<file path="config.mk">
export PLATFORM = sky130hd
export DESIGN_NAME = floppy_controller_command_registers
export DESIGN_NICKNAME = d
export VERILOG_FILES = /design/src/sv/fcr_pkg.sv /design/src/sv/fcr_cmd_check.sv /design/src/sv/floppy_controller_command_registers.sv
export SDC_FILE = /design/constraint.sdc
export NUM_CORES = 1
export LEC_CHECK = 0
export BUFFER_PORTS_ARGS = -buffer_cell sky130_fd_sc_hd__buf_4
export CAP_MARGIN = 30
export CELL_PAD_IN_SITES_DETAIL_PLACEMENT = 0
export CELL_PAD_IN_SITES_GLOBAL_PLACEMENT = 1
export CORE_UTILIZATION = 30
export DETAILED_ROUTE_END_ITERATION = 16
export HOLD_SLACK_MARGIN = 0.15
export PLACE_DENSITY_LB_ADDON = 0.1
export SETUP_SLACK_MARGIN = 0.5
export SYNTH_ARGS = -nofsm -noshare
export SYNTH_HDL_FRONTEND = slang
export SYNTH_SLANG_ARGS = --single-unit
</file>
<file path="constraint.sdc">
create_clock -name clk -period 6 [get_ports clk]
set_input_delay 1.2 -clock clk [delete_from_list [all_inputs] [get_ports clk]]
set_output_delay 1.2 -clock clk [all_outputs]
set_load 0.05 [all_outputs]
</file>
<file path="src/sv/fcr_pkg.sv">
// Shared constants, codes and types for the floppy controller register front end.
package fcr_pkg;

	// Drive geometry
	localparam int TRACKS            = 77;
	localparam int SECTORS_PER_TRACK = 26;

	// Field widths
	localparam int OPC_W  = 3;
	localparam int BYTE_W = 8;
	localparam int SEC_W  = 5;
	localparam int LSEC_W = 11;
	localparam int CNT_W  = 5;
	localparam int ADDR_W = 16;
	localparam int KIND_W = 2;
	localparam int XOP_W  = 3;

	// Bus opcodes
	localparam logic [OPC_W-1:0] OPC_RD_STATUS = 3'd0;
	localparam logic [OPC_W-1:0] OPC_RD_KIND   = 3'd1;
	localparam logic [OPC_W-1:0] OPC_RD_RESULT = 3'd2;
	localparam logic [OPC_W-1:0] OPC_WR_ADDR_L = 3'd3;
	localparam logic [OPC_W-1:0] OPC_WR_ADDR_H = 3'd4;
	localparam logic [OPC_W-1:0] OPC_RESET     = 3'd5;
	localparam logic [OPC_W-1:0] OPC_DRV_STAT  = 3'd6;
	localparam logic [OPC_W-1:0] OPC_NONE      = 3'd7;

	// Instruction operations (instruction byte bits 2:0)
	localparam logic [2:0] INS_NOP     = 3'd0;
	localparam logic [2:0] INS_SEEK    = 3'd1;
	localparam logic [2:0] INS_FORMAT  = 3'd2;
	localparam logic [2:0] INS_RECAL   = 3'd3;
	localparam logic [2:0] INS_READ    = 3'd4;
	localparam logic [2:0] INS_VERIFY  = 3'd5;
	localparam logic [2:0] INS_WRITE   = 3'd6;
	localparam logic [2:0] INS_WR_DEL  = 3'd7;

	// Transfer operations
	localparam logic [XOP_W-1:0] XOP_READ   = 3'd0;
	localparam logic [XOP_W-1:0] XOP_FORMAT = 3'd4;

	// Result kinds
	localparam logic [KIND_W-1:0] KIND_IOERR = 2'd0;
	localparam logic [KIND_W-1:0] KIND_READY = 2'd2;

	// Error bits
	localparam logic [BYTE_W-1:0] ERR_NONE  = 8'h00;
	localparam logic [BYTE_W-1:0] ERR_NRDY  = 8'h80;
	localparam logic [BYTE_W-1:0] ERR_WPROT = 8'h20;
	localparam logic [BYTE_W-1:0] ERR_ADDR  = 8'h08;

	// Ready bits in the result byte
	localparam logic [BYTE_W-1:0] RES_RDY0 = 8'h40;
	localparam logic [BYTE_W-1:0] RES_RDY1 = 8'h80;

	// Outcome of one command check
	typedef struct packed {
		logic [BYTE_W-1:0] err;
		logic              xv;
		logic [XOP_W-1:0]  xop;
		logic              xunit;
		logic [LSEC_W-1:0] xsec;
		logic [CNT_W-1:0]  xcnt;
	} cmd_result_t;

endpackage

</file>
<file path="src/sv/fcr_cmd_check.sv">
// Command decode: drive ready, range and write protect checks, transfer request.
module fcr_cmd_check import fcr_pkg::*; (
	input  logic [BYTE_W-1:0] instr_byte,
	input  logic [BYTE_W-1:0] sector_count,
	input  logic [BYTE_W-1:0] track_addr,
	input  logic [SEC_W-1:0]  sector_num,
	input  logic [1:0]        ready_bits,
	input  logic [1:0]        protect_bits,
	output cmd_result_t       res
);

	localparam int PROD_W = 13; // 255 * 31 fits

	logic [2:0]        op;
	logic              unit;
	logic              unit_rdy;
	logic              unit_prot;
	logic              trk_bad;
	logic              rng_bad;
	logic [8:0]        sec_end;
	logic [PROD_W-1:0] trk_base;
	logic [PROD_W-1:0] lin_sec;

	assign op        = instr_byte[2:0];
	assign unit      = instr_byte[4];
	assign unit_rdy  = ready_bits[unit];
	assign unit_prot = protect_bits[unit];
	assign trk_bad   = track_addr >= BYTE_W'(TRACKS);
	assign sec_end   = 9'(sector_num) + 9'(sector_count);
	assign rng_bad   = trk_bad || (sector_num == '0)
		|| (sector_num > SEC_W'(SECTORS_PER_TRACK))
		|| (sector_count > BYTE_W'(SECTORS_PER_TRACK))
		|| (sec_end > 9'(SECTORS_PER_TRACK + 1));
	assign trk_base  = PROD_W'(track_addr) * PROD_W'(SECTORS_PER_TRACK);
	assign lin_sec   = trk_base + PROD_W'(sector_num) - PROD_W'(1);

	always_comb begin
		res = '0;
		if (!unit_rdy) begin
			res.err = ERR_NRDY;
		end else begin
			unique case (op) inside
				INS_SEEK: begin
					if (trk_bad) res.err = ERR_ADDR;
				end
				INS_FORMAT: begin
					if (trk_bad) begin
						res.err = ERR_ADDR;
					end else if (unit_prot) begin
						res.err = ERR_NRDY;
					end else begin
						res.xv    = 1'b1;
						res.xop   = XOP_FORMAT;
						res.xunit = unit;
						res.xsec  = trk_base[LSEC_W-1:0];
						res.xcnt  = CNT_W'(SECTORS_PER_TRACK);
					end
				end
				INS_READ, INS_VERIFY, INS_WRITE, INS_WR_DEL: begin
					if (rng_bad) begin
						res.err = ERR_ADDR;
					end else if (op[1] && unit_prot) begin
						res.err = ERR_WPROT;
					end else begin
						res.xv    = 1'b1;
						res.xop   = XOP_READ + XOP_W'(op[1:0]);
						res.xunit = unit;
						res.xsec  = lin_sec[LSEC_W-1:0];
						res.xcnt  = sector_count[CNT_W-1:0];
					end
				end
				default: begin
					res.err = ERR_NONE; // nop, recalibrate
				end
			endcase
		end
	end

endmodule

</file>
<file path="src/sv/floppy_controller_command_registers.sv">
// Top level: register front end of a two-drive floppy controller.
// One bus transaction enters per cycle while the output is not stalled, and every
// transaction yields exactly one result transaction. The input register holds
// the transaction, one pass of shallow decode and check logic (one small
// constant multiply for the linear sector) updates the controller registers
// and loads the result register at the same edge, so the next transaction
// already sees the updated state. The input side keeps accepting while a
// result waits, as long as the result register is free or being drained in
// that cycle; a stalled output backs up into the input register.
// Input s_tuser carries the opcode; command parameter block fields ride in
// s_tdata. Output m_tuser flags a media transfer request whose fields sit in
// m_tdata; they are zero when no transfer is issued.
module floppy_controller_command_registers import fcr_pkg::*; (
	input  logic        clk,
	input  logic        arst_n,
	// slave side
	input  logic        s_tvalid,
	output logic        s_tready,
	// [7:0] bus_data, [15:8] chan_word, [23:16] instr_byte, [31:24] sector_count,
	// [39:32] track_addr, [47:40] sector_field, [49:48] unit_ready,
	// [51:50] unit_protect, [55:52] zero
	input  logic [55:0] s_tdata,
	// [2:0] opcode
	input  logic [2:0]  s_tuser,
	// master side
	output logic        m_tvalid,
	input  logic        m_tready,
	// [7:0] read_data, [8] irq_pending, [11:9] xfer_op, [12] xfer_unit,
	// [23:13] xfer_sector, [28:24] xfer_count, [44:29] iopb_address, [47:45] zero
	output logic [47:0] m_tdata,
	// [0] xfer_valid
	output logic        m_tuser
);

	// Input register
	logic              valid_s1;
	logic [OPC_W-1:0]  opcode_s1;
	logic [BYTE_W-1:0] bus_data_s1;
	logic [BYTE_W-1:0] chan_word_s1;
	logic [BYTE_W-1:0] instr_byte_s1;
	logic [BYTE_W-1:0] sector_count_s1;
	logic [BYTE_W-1:0] track_addr_s1;
	logic [SEC_W-1:0]  sector_num_s1;
	logic [1:0]        unit_ready_s1;
	logic [1:0]        unit_protect_s1;

	// Controller registers
	logic [ADDR_W-1:0] block_addr_q;
	logic [1:0]        ready_q;
	logic              irq_q;
	logic              present_q;
	logic [KIND_W-1:0] kind_q;
	logic [BYTE_W-1:0] err_q;
	logic [1:0]        prot_q;

	// Next values
	logic [ADDR_W-1:0] block_addr_d;
	logic [1:0]        ready_d;
	logic              irq_d;
	logic              present_d;
	logic [KIND_W-1:0] kind_d;
	logic [BYTE_W-1:0] err_d;
	logic [1:0]        prot_d;
	logic [BYTE_W-1:0] rd_d;

	// Result register
	logic              out_valid_q;
	logic [47:0]       out_data_q;
	logic              out_xv_q;

	logic              advance;
	cmd_result_t       chk;
	cmd_result_t       xfer;

	// s1 moves on when the result register is empty or drained this cycle
	assign advance  = valid_s1 && (!out_valid_q || m_tready);
	assign s_tready = !valid_s1 || advance;

	always_ff @(posedge clk or negedge arst_n) begin
		if (!arst_n) begin
			valid_s1 <= 1'b0;
		end else if (s_tready) begin
			valid_s1 <= s_tvalid;
		end
	end

	always_ff @(posedge clk) begin
		if (s_tready && s_tvalid) begin
			opcode_s1       <= s_tuser;
			bus_data_s1     <= s_tdata[7:0];
			chan_word_s1    <= s_tdata[15:8];
			instr_byte_s1   <= s_tdata[23:16];
			sector_count_s1 <= s_tdata[31:24];
			track_addr_s1   <= s_tdata[39:32];
			sector_num_s1   <= s_tdata[44:40]; // sector number is the low five bits
			unit_ready_s1   <= s_tdata[49:48];
			unit_protect_s1 <= s_tdata[51:50];
		end
	end

	fcr_cmd_check u_check (
		.instr_byte   (instr_byte_s1),
		.sector_count (sector_count_s1),
		.track_addr   (track_addr_s1),
		.sector_num   (sector_num_s1),
		.ready_bits   (ready_q),
		.protect_bits (prot_q),
		.res          (chk)
	);

	// Register file update and read mux
	always_comb begin
		block_addr_d = block_addr_q;
		ready_d      = ready_q;
		irq_d        = irq_q;
		present_d    = present_q;
		kind_d       = kind_q;
		err_d        = err_q;
		prot_d       = prot_q;
		rd_d         = '0;
		xfer         = '0;
		unique case (opcode_s1)
			OPC_RD_STATUS: begin
				rd_d = {4'b0, present_q, irq_q, ready_q};
			end
			OPC_RD_KIND: begin
				irq_d = 1'b0;
				rd_d  = BYTE_W'(kind_q);
			end
			OPC_RD_RESULT: begin
				if (kind_q == KIND_READY) begin
					rd_d = (ready_q[0] ? RES_RDY0 : ERR_NONE) | (ready_q[1] ? RES_RDY1 : ERR_NONE);
				end else begin
					rd_d   = err_q;
					kind_d = KIND_READY;
				end
			end
			OPC_WR_ADDR_L: begin
				block_addr_d = ADDR_W'(bus_data_s1);
			end
			OPC_WR_ADDR_H: begin
				// high byte is ORed in; only the low write replaces the address
				block_addr_d = block_addr_q | {bus_data_s1, 8'h00};
				kind_d       = KIND_IOERR;
				err_d        = chk.err;
				xfer         = chk;
				if (chan_word_s1[5:4] == 2'b00) irq_d = 1'b1;
			end
			OPC_RESET: begin
				kind_d    = KIND_READY;
				err_d     = ERR_NONE;
				irq_d     = 1'b0;
				ready_d   = unit_ready_s1;
				prot_d    = unit_protect_s1;
				present_d = (unit_ready_s1 != 2'b00);
			end
			OPC_DRV_STAT: begin
				prot_d = unit_protect_s1;
				// ready change raises an interrupt unless an I/O result is pending
				if (kind_q != KIND_IOERR && unit_ready_s1 != ready_q) begin
					ready_d = unit_ready_s1;
					irq_d   = 1'b1;
				end
			end
			default: begin
				rd_d = '0; // no effect
			end
		endcase
	end

	always_ff @(posedge clk or negedge arst_n) begin
		if (!arst_n) begin
			block_addr_q <= '0;
			ready_q      <= '0;
			irq_q        <= 1'b0;
			present_q    <= 1'b0;
			kind_q       <= KIND_READY;
			err_q        <= ERR_NONE;
			prot_q       <= '0;
		end else if (advance) begin
			block_addr_q <= block_addr_d;
			ready_q      <= ready_d;
			irq_q        <= irq_d;
			present_q    <= present_d;
			kind_q       <= kind_d;
			err_q        <= err_d;
			prot_q       <= prot_d;
		end
	end

	// Result register
	always_ff @(posedge clk or negedge arst_n) begin
		if (!arst_n) begin
			out_valid_q <= 1'b0;
		end else if (advance) begin
			out_valid_q <= 1'b1;
		end else if (m_tready) begin
			out_valid_q <= 1'b0;
		end
	end

	always_ff @(posedge clk) begin
		if (advance) begin
			out_xv_q   <= xfer.xv;
			out_data_q <= {3'b000, block_addr_d, xfer.xcnt, xfer.xsec, xfer.xunit,
				xfer.xop, irq_d, rd_d};
		end
	end

	assign m_tvalid = out_valid_q;
	assign m_tdata  = out_data_q;
	assign m_tuser  = out_xv_q;

	// Transfer fields are clear whenever no transfer is flagged
	a_xfer_clear: assert property (@(posedge clk) disable iff (!arst_n)
		(m_tvalid && !m_tuser) |-> (m_tdata[28:9] == '0))
		else $error("transfer fields set without a transfer request");

	// A transfer never exceeds one track and stays on the disk
	a_xfer_range: assert property (@(posedge clk) disable iff (!arst_n)
		(m_tvalid && m_tuser) |-> ((m_tdata[28:24] <= CNT_W'(SECTORS_PER_TRACK))
		&& (m_tdata[23:13] < LSEC_W'(TRACKS * SECTORS_PER_TRACK))
		&& (m_tdata[11:9] <= XOP_FORMAT)))
		else $error("transfer request out of range");

	// A controller reset leaves a ready result and no error
	a_reset_item: assert property (@(posedge clk) disable iff (!arst_n)
		(advance && opcode_s1 == OPC_RESET) |=> (kind_q == KIND_READY && err_q == ERR_NONE
		&& !irq_q))
		else $error("reset transaction did not clear result state");

	// Input side only stalls while the input register is occupied and blocked
	a_stall_cause: assert property (@(posedge clk) disable iff (!arst_n)
		!s_tready |-> (valid_s1 && out_valid_q && !m_tready))
		else $error("input stalled without a blocked result");

	// Transfers are only requested by a command
	a_xfer_src: assert property (@(posedge clk) disable iff (!arst_n)
		(advance && xfer.xv) |-> (opcode_s1 == OPC_WR_ADDR_H && err_d == ERR_NONE))
		else $error("transfer request outside a clean command");

endmodule

</file>
Yosys cells after proc, flatten, opt, wreduce, memory -nomap -nowiden
Index checks and enable logic that the tools add are counted.
{ "totals": {"register_bits": 127, "in_bits": 63, "output_inout_bits": 51, "elab_cells": 109} }
{ "op_classes": {"addsub": 3, "mul": 1, "order_cmp": 5, "eq_ne": 16, "muxes": 31, "bitwise_logic": 2, "reduce_logical": 30} }
{ "ops": {"columns": ["operator", "n"], "rows": [
  ["21-bit two-way mux", 4],
  ["8-bit two-way mux", 6],
  ["8-bit one-hot mux with 3 select lines", 2],
  ["21-bit one-hot mux with 2 select lines", 1],
  ["16-bit one-hot mux with 2 select lines", 1],
  ["3-bit equality test (second input constant)", 7],
  ["16-bit bitwise OR", 1],
  ["8-bit one-hot mux with 2 select lines", 1],
  ["11-bit by 5-bit adder with 11-bit output", 1],
  ["11-bit by 1-bit subtractor with 11-bit output (second input constant)", 1],
  ["8-bit by 4-bit multiplier with 10-bit output (second input constant)", 1],
  ["2-bit nonzero test", 5],
  ["5-bit by 8-bit adder with 9-bit output", 1],
  ["3-bit by 2-bit equality test with 1-bit output (second input constant)", 3],
  ["9-bit by 5-bit greater-than comparator with 1-bit output (second input constant)", 1],
  ["8-bit by 7-bit greater-or-equal comparator with 1-bit output (second input constant)", 1],
  ["8-bit by 5-bit greater-than comparator with 1-bit output (second input constant)", 1],
  ["1-bit two-way mux", 8],
  ["7-bit by 8-bit bitwise OR with 8-bit output", 1],
  ["2-bit AND reduction", 4],
  ["7-bit two-way mux", 1],
  ["3-bit by 1-bit equality test with 1-bit output (second input constant)", 2],
  ["1-bit logical OR", 6],
  ["6-bit two-way mux", 1],
  ["19 further kinds", 27]
]} }

Longest topological paths before layout
{ "logic_depth": {"ltp_word": 9, "mapped_depth": 18, "mapped_depth_nobuf": 18} }

Hierarchy
A second synthesis with hierarchy kept.
{ "unflattened": {"cells_unflattened": 532, "area_unflattened_um2": 6441.2} }
{ "by_module_without_submodules": {"columns": ["mod", "n_inst", "cells_per_inst", "area_each_um2", "seq_area_each_um2"], "rows": [
  ["floppy_controller_command_registers", 1, 303, 4660.7, 3589.7],
  ["fcr_cmd_check", 1, 229, 1780.5, 0.0]
]} }

Worst setup path before layout
OpenSTA, ideal clock, no wires.
{ "synth_path": {"kind": "register to register", "start": "reg track_addr_s1[1]", "end": "reg out_data_q[23], in the netlist m_tdata[23] (data pin)", "setup_time_ps": 254, "arrival_ps": 3925, "t_required_ps": 5746, "slack_ps": 1820, "stages_incl_launch_ff": 16, "path_buffers": 0, "period_less_slack_ps": 4180, "cell_sequence": "edfxtp_1 -> ha_1 -> fa_1 -> ha_1 -> a21o_1 -> a21oi_1 -> xnor2_1 -> inv_1 -> ha_1 -> a2111oi_4 -> o211ai_2 -> a21oi_2 -> or3b_1 -> and3_1 -> o21a_1 -> o21a_1"} }
{ "synth_via": {"elab_chain_len": 7, "word_cells_on_any_way": 13, "cone_classes": "2 x add/sub; 1 x mul; 1 x order compare; 5 x mux; 4 x reduce/logical"} }
{ "synth_lines": {"columns": ["element", "line", "source"], "rows": [
  ["start, declared", "floppy_controller_command_registers.sv:42", "logic [BYTE_W-1:0] track_addr_s1;"],
  ["start signal, assigned", "floppy_controller_command_registers.sv:94", "track_addr_s1 <= s_tdata[39:32];"],
  ["branches (longest 6 deep; another with 11-bit by 5-bit adder with 11-bit output)", null, null],
  ["21-bit one-hot mux with 2 select lines *", "fcr_cmd_check.sv:42", "unique case (op) inside"],
  ["end signal, assigned", "floppy_controller_command_registers.sv:205", "out_data_q <= {3'b000, block_addr_d, xfer.xcnt, xfer.xsec, xfer.xunit,"],
  ["end, declared", "floppy_controller_command_registers.sv:68", "logic [47:0] out_data_q;"]
]} }
Every way passes the cells marked *.
A chain may end at the register's enable or synchronous reset.

Final worst setup path
Same ends and word-level chain as after synthesis.

==> metrics <==
status finished clean; crit path max fanout 7; Buf/Inv on CP 1; peak supply drop 0.204 mV; Leak Pwr 3.09 nW; Post-Syn Instances 494; Reg area 0.00331 mm2; Primary FF master, synth edfxtp_1; Util after Layout 39.2%; port buffer count 92; chip width 141 um; vias in the first global route 3948; synth warn 0; total placed instance area 0.00679 mm2; Final min period 4480 ps; commonest cells after routing, fill and taps aside buf_4 (93), edfxtp_1 (87), nand2_1 (71); leading area contributor after synthesis edfxtp_1; Seq cells post-synth 115; via count 3906; arrival time at the worst endpoint 4650 ps; Root Driver clkbuf_16; power per cell area 392 mW/mm2; GR Overflow Total 0; CTS Sinks 115; Area contributors post-synth edfxtp_1 (45%), dfrtp_1 (12%), ha_1 (8.0%); fin worst setup slack 1520 ps; layout cell share with drive strength beyond 1 25.1%; post-synthesis sequential area ratio 57.0%; largest net degree at the start of global routing 55; Worst-Margin Slew 916 ps; fin area 0.00739 mm2; Critical Path RT 6170 ps; multi-input logic area 0.00228 mm2; Worst setup SP type flip-flop; worst slack, placed 1470 ps; I/O pin cnt 114; clk_lat worst skew 410 ps; Hold Fails Final Rpt 0; Max-slew headroom 38.8%; n_diodes 0; crit-path most repeated cell ha_1; total CTS buffers 17; max incr delay on CP 480 ps; asr flop ratio synth 24.3%; wire per inst 15.1 um; Max Cap Violations 0; Total GRT Usage 13.8%; post-placement cell count 834; most common cell after layout, fill and taps aside buf_4; Final Slew Violations 0; # fillers 1816; hold slack 471 ps; Cell Chain, Critical Path ha_1, fa_1, ha_1, a21o_1, a21oi_1, xnor2_1, inv_1, ha_1, a2111oi_4, o211ai_2, a21oi_2, or3b_1, and3_1, o21a_1, o21a_1; Setup crit end kind flip-flop; postcts setup bufs 0; Syn Area/Cell 11.8 um2; vias per cell 4.51; post-CTS resize count 0; fmax 0.223 GHz; synth unique cells 61; Routability Congestion 0.740; DIE HEIGHT 141 um; CTS tree done; final setup violation count 0; first-pass GRT wire length 20.7 mm; RSZ-0062 raised after global routing no; Clock transition at path regs 60 ps; Bufs on Longest Clock Path 2; FP Rows 50; Post-synth EDFFs 87; total wire length 13.1 mm; Post-Route Setup TNS 0 ps; core area 0.0188 mm2; antenna violations before repair 0; antenna viol nets, final 0; Post-Syn Area 0.00582 mm2; post-synth top area share 44.9%; worst hold path class flip-flop to flip-flop; period utilization 74.7%; Clock Skews 8.48 ps; Final Power 2.90 mW; cts hold-fix bufs 0; Crit-path slowest cell fa_1; Initial DRC Count 225; Non-Filler Instances 866; drt pass-1 iters 4; HPWL after DPL 9.03 mm; die area 0.0200 mm2; Top delay family on crit path adder cells; starting density of the core 30.9%; nets 700; crit path kind flip-flop to flip-flop; Layout area overhead 27.0%; drc violations 0; H-tree depth 4
## layer usage
metal  up-vias  global-route usage [%]  wire length (um)
li1       1942                       -                 -
met1      1859                    18.0              6270
met2        87                    22.0              6110
met3        18                    3.95               550
met4         0                    4.98               164
met5         -                       0                 0
## worst register-to-register path, stage by stage (launching register included)
cell	delay (ps)
edfxtp_1	430
ha_1	340
fa_1	480
ha_1	330
a21o_1	160
a21oi_1	170
xnor2_1	190
inv_1	70
ha_1	420
a2111oi_4	400
o211ai_2	160
a21oi_2	180
or3b_1	380
and3_1	170
o21a_1	160
o21a_1	180
## layout make-up
| type | count | area share, % |
|---|---|---|
| multi-input combinational | 323 | 30.8 |
| timing repair buffer | 94 | 9.72 |
| clock inverter | 14 | 2.08 |
| tap | 260 | 4.40 |
| inverter | 42 | 2.13 |
| clock buffer | 18 | 5.95 |
| sequential | 115 | 44.9 |
## synth_stat cells (4+ instances only)
cell,count
clkbuf_1,9
xnor2_1,13
buf_4,4
nand2b_1,7
a22oi_1,9
ha_1,37
and2_1,7
fa_1,7
a21oi_1,26
o211ai_1,4
o21ai_0,18
nor3_1,9
nand2_1,71
o21a_1,4
nor2b_1,8
xor2_1,4
dfrtp_1,27
mux2_2,15
inv_1,42
edfxtp_1,87
nand3b_1,4
nand3_1,4
nor2_1,29
## final timing paths
check	startpoint	end	slack, ps	cells after the start
max	track_addr_s1[1]	m_tdata[23]	1520	15
min	block_addr_q[0]	block_addr_q[0]	470	2
max reg2reg	track_addr_s1[1]	m_tdata[23]	1520	15
min reg2reg	block_addr_q[0]	block_addr_q[0]	470	2
max in group asynchronous	arst_n	kind_q[1]	4950	1
min in group asynchronous	arst_n	block_addr_q[7]	700	1
## where the power goes
group	total [mW]	internal, mW	switching, mW
clock network	1.01	0.626	0.387
logic	0.824	0.328	0.497
registers	1.06	0.989	0.0724
total	2.90	1.94	0.956
## flip-flops by register name, indices dropped and copies added, names as in the netlist, 3 cells and up
name and flops:
opcode_s1 3, err_q 3, instr_byte_s1 4, m_tdata 44, sector_num_s1 5, track_addr_s1 8
block_addr_q 16, bus_data_s1 8, sector_count_s1 8
## logic make-up after synthesis
family | Yosys count | synth area share, %
xor gates and xnor gates | 17 | 2.56
AOI/OAI and AO/OA | 85 | 9.87
DFF | 115 | 57.0
adders and majority gates | 44 | 10.4
and+or+nand+nor | 155 | 12.7
other | 1 | 0.0645
buffers and inverters | 59 | 4.09
muxes | 18 | 3.42
Power figures use the tool's default switching activity.
